==> src/sv/lkv_pkg.sv <==
`timescale 1ns / 1ps

package lkv_pkg;

  localparam int MAX_ENTRIES = 16;
  localparam int AGE_W       = $clog2(MAX_ENTRIES);
  localparam int OCC_W       = $clog2(MAX_ENTRIES + 1);
  localparam int CAP_W       = 5;
  localparam int KEY_W       = 32;
  localparam int VAL_W       = 32;
  localparam int CMP_W       = (CAP_W > OCC_W) ? CAP_W : OCC_W;

  localparam logic [CAP_W-1:0] CAP_RESET  = CAP_W'(16);
  localparam logic [VAL_W-1:0] MISS_VALUE = '1;

  typedef enum logic {
    OP_GET = 1'b0,
    OP_PUT = 1'b1
  } op_t;

  typedef struct packed {
    op_t              op;
    logic [KEY_W-1:0] key;
    logic [VAL_W-1:0] value;
  } req_t;

  typedef struct packed {
    logic             hit;
    logic [VAL_W-1:0] value;
  } rsp_t;

endpackage

==> src/sv/lru_key_value_cache.sv <==
`timescale 1ns / 1ps
// A get beat is held in the request register, then in the result register
// once it frees. Throughput: one beat per cycle unless a get waits on a
//   stalled result; 16-way key compare and age update are combinational.
// Reset: rst_n is synchronous, active low; it empties the cache, clears
//   the ages and occupancy and sets the capacity register to 16.

module lru_key_value_cache (
  input  logic        clk,
  input  logic        rst_n,
  // configuration
  input  logic        cfg_we,
  input  logic [4:0]  cfg_wdata,    // capacity
  // request channel
  input  logic        in_tvalid,
  output logic        in_tready,
  input  logic [63:0] in_tdata,     // key [31:0], value [63:32]
  input  logic [0:0]  in_tuser,     // opcode: 0 get, 1 put
  // result channel, one beat per get
  output logic        out_tvalid,
  input  logic        out_tready,
  output logic [31:0] out_tdata,    // read_value
  output logic [0:0]  out_tuser     // hit
);

  lkv_pkg::req_t req;
  lkv_pkg::rsp_t rsp;
  logic          req_valid;
  logic          out_free;
  logic          advance;
  logic          load;

  // A put never needs the result register, so it retires even while a
  // get result is stalled. A get waits until the result register frees.
  assign advance = req_valid && ((req.op == lkv_pkg::OP_PUT) || out_free);
  assign load    = advance && (req.op == lkv_pkg::OP_GET);

  lkv_in_stage u_in (
    .clk       (clk),
    .rst_n     (rst_n),
    .in_tvalid (in_tvalid),
    .in_tready (in_tready),
    .in_tdata  (in_tdata),
    .in_tuser  (in_tuser),
    .advance   (advance),
    .req_valid (req_valid),
    .req       (req)
  );

  // Entry array: keys, values, valid bits, ages and occupancy. State
  // updates at the edge where the request retires, so the next request
  // sees it in the following cycle without any forwarding.
  lkv_store u_store (
    .clk       (clk),
    .rst_n     (rst_n),
    .cfg_we    (cfg_we),
    .cfg_wdata (cfg_wdata),
    .req       (req),
    .req_go    (advance),
    .rsp       (rsp)
  );

  lkv_out_stage u_out (
    .clk        (clk),
    .rst_n      (rst_n),
    .load       (load),
    .rsp        (rsp),
    .free       (out_free),
    .out_tvalid (out_tvalid),
    .out_tready (out_tready),
    .out_tdata  (out_tdata),
    .out_tuser  (out_tuser)
  );

endmodule

==> src/sv/lkv_in_stage.sv <==
`timescale 1ns / 1ps

module lkv_in_stage (
  input  logic                  clk,
  input  logic                  rst_n,
  input  logic                  in_tvalid,
  output logic                  in_tready,
  input  logic [63:0]           in_tdata,   // key, value
  input  logic [0:0]            in_tuser,   // opcode
  input  logic                  advance,
  output logic                  req_valid,
  output lkv_pkg::req_t         req
);

  logic          valid_r, valid_nxt;
  lkv_pkg::req_t req_r;

  assign in_tready = !valid_r || advance;
  assign req_valid = valid_r;
  assign req       = req_r;

  always_comb begin
    valid_nxt = valid_r;
    if (in_tready) begin
      valid_nxt = in_tvalid;
    end
  end

  always_ff @(posedge clk) begin
    if (!rst_n) begin
      valid_r <= 1'b0;
    end else begin
      valid_r <= valid_nxt;
    end
  end

  // Capture a beat whenever the stage is free or drains this cycle.
  always_ff @(posedge clk) begin
    if (in_tvalid && in_tready) begin
      req_r.op    <= lkv_pkg::op_t'(in_tuser[0]);
      req_r.key   <= in_tdata[lkv_pkg::KEY_W-1:0];
      req_r.value <= in_tdata[lkv_pkg::KEY_W +: lkv_pkg::VAL_W];
    end
  end

endmodule

==> src/sv/lkv_store.sv <==
`timescale 1ns / 1ps

module lkv_store (
  input  logic                      clk,
  input  logic                      rst_n,
  input  logic                      cfg_we,
  input  logic [lkv_pkg::CAP_W-1:0] cfg_wdata,
  input  lkv_pkg::req_t             req,
  input  logic                      req_go,
  output lkv_pkg::rsp_t             rsp
);

  localparam int N = lkv_pkg::MAX_ENTRIES;

  logic [lkv_pkg::KEY_W-1:0] key_r   [N];
  logic [lkv_pkg::VAL_W-1:0] value_r [N];
  logic [N-1:0]              valid_r, valid_nxt;
  logic [lkv_pkg::AGE_W-1:0] age_r   [N];
  logic [lkv_pkg::AGE_W-1:0] age_nxt [N];
  logic [lkv_pkg::OCC_W-1:0] occ_r, occ_nxt;
  logic [lkv_pkg::CAP_W-1:0] cap_r;

  logic [N-1:0]              match, free_oh, victim, target;
  logic                      hit, is_put, do_fill, update;
  logic [lkv_pkg::AGE_W-1:0] hit_age, ref_age, oldest_age;
  logic [lkv_pkg::VAL_W-1:0] hit_value;
  logic [lkv_pkg::CMP_W-1:0] cap_ext, eff_cap, occ_ext;

  always_comb begin
    is_put = (req.op == lkv_pkg::OP_PUT);

    // Effective capacity: zero reads as one, saturate at the array depth.
    cap_ext = lkv_pkg::CMP_W'(cap_r);
    if (cap_ext == '0) begin
      eff_cap = lkv_pkg::CMP_W'(1);
    end else if (cap_ext > lkv_pkg::CMP_W'(N)) begin
      eff_cap = lkv_pkg::CMP_W'(N);
    end else begin
      eff_cap = cap_ext;
    end
    occ_ext = lkv_pkg::CMP_W'(occ_r);

    // Valid ages are distinct 0..occ-1, so the least recent holds occ-1.
    oldest_age = lkv_pkg::AGE_W'(occ_r - lkv_pkg::OCC_W'(1));

    hit_age   = '0;
    hit_value = '0;
    for (int i = 0; i < N; i++) begin
      match[i]  = valid_r[i] && (key_r[i] == req.key);
      victim[i] = valid_r[i] && (age_r[i] == oldest_age);
      hit_age   = hit_age | (age_r[i] & {lkv_pkg::AGE_W{match[i]}});
      hit_value = hit_value | (value_r[i] & {lkv_pkg::VAL_W{match[i]}});
    end
    hit = |match;

    // Lowest clear valid bit.
    free_oh = ~valid_r & (valid_r + N'(1));

    do_fill = is_put && !hit && (occ_ext < eff_cap);
    if (hit) begin
      target = match;
    end else if (do_fill) begin
      target = free_oh;
    end else begin
      target = victim;
    end
    ref_age = hit ? hit_age : oldest_age;
    update  = req_go && (hit || is_put);

    valid_nxt = valid_r;
    occ_nxt   = occ_r;
    for (int i = 0; i < N; i++) begin
      age_nxt[i] = age_r[i];
      if (update) begin
        if (target[i]) begin
          age_nxt[i] = '0;
        end else if (valid_r[i] && (do_fill || (age_r[i] < ref_age))) begin
          age_nxt[i] = age_r[i] + lkv_pkg::AGE_W'(1);
        end
      end
    end
    if (update && do_fill) begin
      valid_nxt = valid_r | free_oh;
      occ_nxt   = occ_r + lkv_pkg::OCC_W'(1);
    end

    rsp.hit   = hit;
    rsp.value = hit ? hit_value : lkv_pkg::MISS_VALUE;
  end

  always_ff @(posedge clk) begin
    if (!rst_n) begin
      valid_r <= '0;
      occ_r   <= '0;
      cap_r   <= lkv_pkg::CAP_RESET;
      for (int i = 0; i < N; i++) begin
        age_r[i] <= '0;
      end
    end else begin
      if (cfg_we) begin
        cap_r <= cfg_wdata;
      end
      valid_r <= valid_nxt;
      occ_r   <= occ_nxt;
      for (int i = 0; i < N; i++) begin
        age_r[i] <= age_nxt[i];
      end
    end
  end

  always_ff @(posedge clk) begin
    for (int i = 0; i < N; i++) begin
      if (update && is_put && target[i]) begin
        value_r[i] <= req.value;
        if (!hit) begin
          key_r[i] <= req.key;
        end
      end
    end
  end

endmodule

==> src/sv/lkv_out_stage.sv <==
`timescale 1ns / 1ps

module lkv_out_stage (
  input  logic                      clk,
  input  logic                      rst_n,
  input  logic                      load,
  input  lkv_pkg::rsp_t             rsp,
  output logic                      free,
  output logic                      out_tvalid,
  input  logic                      out_tready,
  output logic [lkv_pkg::VAL_W-1:0] out_tdata,   // read_value
  output logic [0:0]                out_tuser    // hit
);

  logic          valid_r, valid_nxt;
  lkv_pkg::rsp_t rsp_r;

  assign free       = !valid_r || out_tready;
  assign out_tvalid = valid_r;
  assign out_tdata  = rsp_r.value;
  assign out_tuser  = rsp_r.hit;

  always_comb begin
    valid_nxt = valid_r;
    if (load) begin
      valid_nxt = 1'b1;
    end else if (out_tready) begin
      valid_nxt = 1'b0;
    end
  end

  always_ff @(posedge clk) begin
    if (!rst_n) begin
      valid_r <= 1'b0;
    end else begin
      valid_r <= valid_nxt;
    end
  end

  always_ff @(posedge clk) begin
    if (load) begin
      rsp_r <= rsp;
    end
  end

endmodule

==> config.mk <==
export PLATFORM = sky130hd
export DESIGN_NAME = lru_key_value_cache
export DESIGN_NICKNAME = d
export VERILOG_FILES = /design/src/sv/lkv_pkg.sv /design/src/sv/lru_key_value_cache.sv /design/src/sv/lkv_in_stage.sv /design/src/sv/lkv_store.sv /design/src/sv/lkv_out_stage.sv
export SDC_FILE = /design/constraint.sdc
export NUM_CORES = 2
export LEC_CHECK = 0
export ABC_AREA = 1
export BUFFER_PORTS_ARGS = -buffer_cell sky130_fd_sc_hd__buf_2
export CORE_MARGIN = 2
export CORE_UTILIZATION = 55
export CTS_BUF_LIST = sky130_fd_sc_hd__clkbuf_4 sky130_fd_sc_hd__clkbuf_8
export DETAILED_ROUTE_END_ITERATION = 6
export PLACE_DENSITY = 0.71
export SKIP_CTS_REPAIR_TIMING = 1
export SYNTH_ARGS = -nofsm -noshare
export SYNTH_HDL_FRONTEND = slang
export SYNTH_SLANG_ARGS = --single-unit
export TNS_END_PERCENT = 1
==> constraint.sdc <==
create_clock -name clk -period 7.05 [get_ports clk]
set_clock_uncertainty 0.15 [all_clocks]
set_input_delay 0.3525 -clock clk [delete_from_list [all_inputs] [get_ports clk]]
set_output_delay 0.3525 -clock clk [all_outputs]
set_load 0.02 [all_outputs]
==> tab_implementation.tex <==
\begin{tabular}{lr}
\hline
Metric & Value \\
\hline
\multicolumn{2}{l}{\textbf{Routing}} \\
\quad Wire length the detailed router placed on met1 & 63.4 mm \\
\quad Detailed-route DRC error count & 5 \\
\quad Wire per inst & 24.4 um \\
\quad Vias per std cell & 5.97 \\
\quad Drt initial violations & 5,890 \\
\quad Top routing layer in use & met5 \\
\quad Final WL & 160 mm \\
\quad Via count & $\sim$39,000 \\
\quad Number of antenna-violating nets in the routed design & 0 \\
\quad Routed length on met3 & 20.4 mm \\
\quad Total met2 wirelength after detailed routing & 70.0 mm \\
\quad Detailed-router iteration count before antenna repair & 7 \\
\multicolumn{2}{l}{\textbf{Place}} \\
\quad Detailed placement HPWL & 93.9 mm \\
\quad Weighted congestion at the end of routability-driven global placement & 0.988 \\
\quad Total of buffers placed on input and output ports & 109 \\
\multicolumn{2}{l}{\textbf{Synth}} \\
\quad Cell types occupying the most area after synthesis & edfxtp\_1, nand2\_1, dfxtp\_1, nor2\_1, inv\_1 \\
\quad Number of synthesized register bits & around 1,200 \\
\quad Async set or reset register ratio after synthesis & 0 \\
\quad Post-synthesis cell type with the largest combined area & edfxtp\_1 \\
\quad Synth Flop Type & edfxtp\_1 \\
\quad Post-synthesis cell type count & 54 \\
\quad Syn nets & around 4,900 \\
\quad Number of synthesized flops with an enable pin & 1,122 \\
\quad Synthesized instance count & 4,819 \\
\quad Yosys top cell area share & 0.631 \\
\quad Sequential element share of the synthesized area & 0.665 \\
\quad Synth warnings & 0 \\
\quad Per-instance average area after synthesis & 11.1 um\^{}2 \\
\quad Synthesized cell area & around 53,000 um\^{}2 \\
\multicolumn{2}{l}{\textbf{Worst setup path}} \\
\quad Critical path data required time & 7370 ps \\
\quad Maximum fanout count along the critical path & 32 \\
\quad Standard cell with the maximum stage delay on the critical path & edfxtp\_1 \\
\quad Kind of launch point of the worst setup path & register \\
\quad Delay of the slowest critical-path stage & 1000 ps \\
\quad Crit Path Class & reg2reg \\
\quad Worst-path cell chain & inv\_4 > o21ai\_1 > nor2\_1 > nand2\_1 > nor2\_1 > nand3\_1 > nor2\_4 > nor2\_1 > nand2\_1 > nor2\_4 > nand2\_4 > inv\_4 > nand2\_4 > inv\_4 > a211oi\_2 > or2\_1 > nor2\_4 \\
\quad Cell family with most CP delay & simple AND/OR/NAND/NOR gates \\
\quad WP data arrival & 6200 ps \\
\quad Kind of end point of the critical path & register \\
\quad Buffers plus inverters on the worst setup path & 3 \\
\multicolumn{2}{l}{\textbf{Clocking}} \\
\quad Maximum level of the CTS H-tree & 4 \\
\quad CTS clk-pin slew, worst paths & 60 ps \\
\quad Clock Tree Buf Depth & 3 \\
\quad Root Buffer & clkbuf\_8 \\
\quad Clock Latency Late Sink & 910 ps \\
\quad Sinks on the clock net & 1,214 \\
\quad CTS buffer count & 194 \\
\quad Clock tree from TritonCTS & built \\
\multicolumn{2}{l}{\textbf{Final layout}} \\
\quad Filler instances & 7,502 \\
\quad Nets & 5,219 \\
\quad Fraction of layout cells with a size suffix above 1 & 0.124 \\
\quad Commonest cells after routing, fill and taps aside & nand2\_1, edfxtp\_1, nor2\_1, inv\_1, clkbuf\_8 \\
\quad Synth-to-Final Area Change & 12.6\% \\
\quad Register area & roughly 36,000 um\^{}2 \\
\quad Area used by multi-input combinational logic & 15,400 um\^{}2 \\
\quad Commonest non-fill, non-tap cell in the layout & nand2\_1 \\
\multicolumn{2}{l}{\textbf{Pwr}} \\
\quad VDD IR max & 200 uV \\
\quad Total power divided by cell area & 247 nW/um\^{}2 \\
\quad Total power draw & 14.9 mW \\
\quad Leak Pwr & 22.1 nW \\
\multicolumn{2}{l}{\textbf{STA}} \\
\quad Final period utilization & 0.834 \\
\quad Final Slew Violations & 0 \\
\quad Timing-limited maximum frequency & 170 MHz \\
\quad Transition at the pin with the smallest max-transition slack & approximately 1300 ps \\
\quad Unrepaired setup endpoints after global routing & no \\
\quad Time the final worst path needs with I/O delays and setup & between 5000 and 6000 ps \\
\quad Accumulated negative setup slack & 0 ps \\
\quad Number of setup violations in the final report & 0 \\
\quad Number of hold violations in the final report & 0 \\
\quad Tightest slew margin relative to the limit & 0.146 \\
\multicolumn{2}{l}{\textbf{Global route}} \\
\quad Total routing resource utilization after global routing & 0.317 \\
\quad Pin count of the biggest net entering global routing & 71 \\
\quad Vias in the first global route & 36,000 \\
\quad Wire length of the first global-routing pass & approximately 230 mm \\
\quad Residual overflow from global routing & 0 \\
\quad Initial antenna violation count & 7 \\
\multicolumn{2}{l}{\textbf{Floorplan}} \\
\quad Initial standard-cell utilization of the core & 0.554 \\
\quad \# IOs & 110 \\
\quad Area of the core region & 96,400 um\^{}2 \\
\quad Width of the die & 316 um \\
\quad Site row count & around 110 \\
\quad Die area & $\sim$100,000 um\^{}2 \\
\quad Die outline height & approximately 320 um \\
\multicolumn{2}{l}{\textbf{Outcome}} \\
\quad Run status & finished with violations \\
\quad Violations in the final reports & DRC \\
\multicolumn{2}{l}{\textbf{Worst hold path}} \\
\quad Path class of the lowest-slack min-delay path & in2reg \\
\multicolumn{2}{l}{\textbf{Job}} \\
\quad Number of violations of the max-capacitance limit & 0 \\
\hline
\end{tabular}
flip-flops by register name, summed over array words and instances (netlist names):
name	flops
u_out.out_tdata	32
u_out.out_tuser	1
u_store.value_r	512
u_in.req_valid	1
u_store.age_r	64
u_store.key_r	512
u_in.req	65
u_store.valid_r	16
u_store.cap_ext	5
u_out.out_tvalid	1
u_store.occ_ext	5
power breakdown:
group / internal [mW] / switching [mW]
Combinational: 0.221 / 0.572
Clock: 3.17 / 2.80
Sequential: 7.99 / 0.104
metal layers:
layer / vias to the layer above / track usage
li1: 17300 / -
met1: 18800 / 0.461
met2: 2589 / 0.465
met3: 359 / 0.0695
met4: 6 / 0.129
met5: - / 0
worst reg2reg max path: stages, from the launching register on:
cell      delay [ps]
edfxtp_1        1000
inv_4            330
o21ai_1          290
nor2_1           100
nand2_1           60
nor2_1           100
nand3_1          210
nor2_4            50
nor2_1           360
nand2_1          170
nor2_4           260
nand2_4          250
inv_4            330
nand2_4          240
inv_4            260
a211oi_2         170
or2_1            330
nor2_4           780
path summary, 6_finish.rpt:
path / start / slack (ps) / endpoint / cells past startpoint
min: in_tdata[3] / 30 / u_in.req[35] / 2
max reg2reg: u_in.req[51] / 1170 / u_store.key_r[0][151] / 17
min reg2reg: u_store.valid_r[1] / 360 / u_store.valid_r[2] / 2
max: u_in.req[51] / 1170 / u_store.key_r[0][151] / 17
cell type report:
| class | instances | share of cell area |
|---|---|---|
| clock inverters | 93 | 0.00971 |
| repair buffers | 291 | 0.0353 |
| inverters | 434 | 0.0274 |
| flip-flops and latches | 1214 | 0.591 |
| multi-input cells | 2971 | 0.257 |
| clock buffers | 260 | 0.0533 |
| diodes | 4 | 0.000166 |
| well taps | 1276 | 0.0265 |
Yosys cell counts (3+ instances only):
| cell | instances |
|---|---|
| o211ai_1 | 5 |
| nand4_1 | 62 |
| buf_6 | 10 |
| inv_2 | 30 |
| ha_1 | 38 |
| o21ai_2 | 4 |
| buf_1 | 6 |
| nand3_1 | 182 |
| o2111ai_1 | 10 |
| nor2_2 | 12 |
| buf_2 | 70 |
| nor2_4 | 15 |
| o21ai_0 | 153 |
| nor3_1 | 27 |
| nor4_1 | 35 |
| inv_4 | 7 |
| o41ai_1 | 14 |
| o211ai_2 | 11 |
| edfxtp_1 | 1122 |
| buf_4 | 24 |
| inv_1 | 395 |
| nand2_1 | 1255 |
| clkbuf_1 | 90 |
| o22ai_1 | 6 |
| a21oi_1 | 110 |
| a32o_1 | 27 |
| xnor2_1 | 134 |
| a221oi_1 | 68 |
| nand3_2 | 4 |
| o21ai_1 | 110 |
| xor2_1 | 42 |
| nand3b_1 | 11 |
| nand2_4 | 3 |
| nand2_2 | 18 |
| o221ai_1 | 4 |
| or2_0 | 6 |
| dfxtp_1 | 92 |
| a22o_1 | 138 |
| or2_1 | 7 |
| nor2_1 | 444 |
per-stage QoR:
| step | hold WS [ps] | cell area (um^2) | worst slack, ps | std cells | utilization |
|---|---|---|---|---|---|
| after floorplan | 295 | 53400 | 1710 | 4819 | - |
| after global placement | 320 | 55500 | 1460 | 6101 | 0.576 |
| after detailed placement | 329 | 55500 | 1330 | 6101 | 0.576 |
| after CTS | -574 | 59300 | 1300 | 6454 | 0.615 |
| after global routing | 12.7 | 60200 | 905 | 6543 | 0.624 |
| final | 31.2 | 60200 | 1170 | 6543 | 0.624 |
logic make-up (layout without fill, tap and decap cells):
kind of cell / after synthesis / count (layout) / synth area share
DFF: 1214 / 1214 / 0.665
AOI/OAI and AO/OA: 668 / 668 / 0.0845
and+or+nand+nor: 2089 / 2089 / 0.163
other: 0 / 4 / 0
xor gates and xnor gates: 176 / 176 / 0.0289
buffers and inverters: 634 / 1078 / 0.0497
adders and majority gates: 38 / 38 / 0.00890
(Power assumes the default switching activity.)
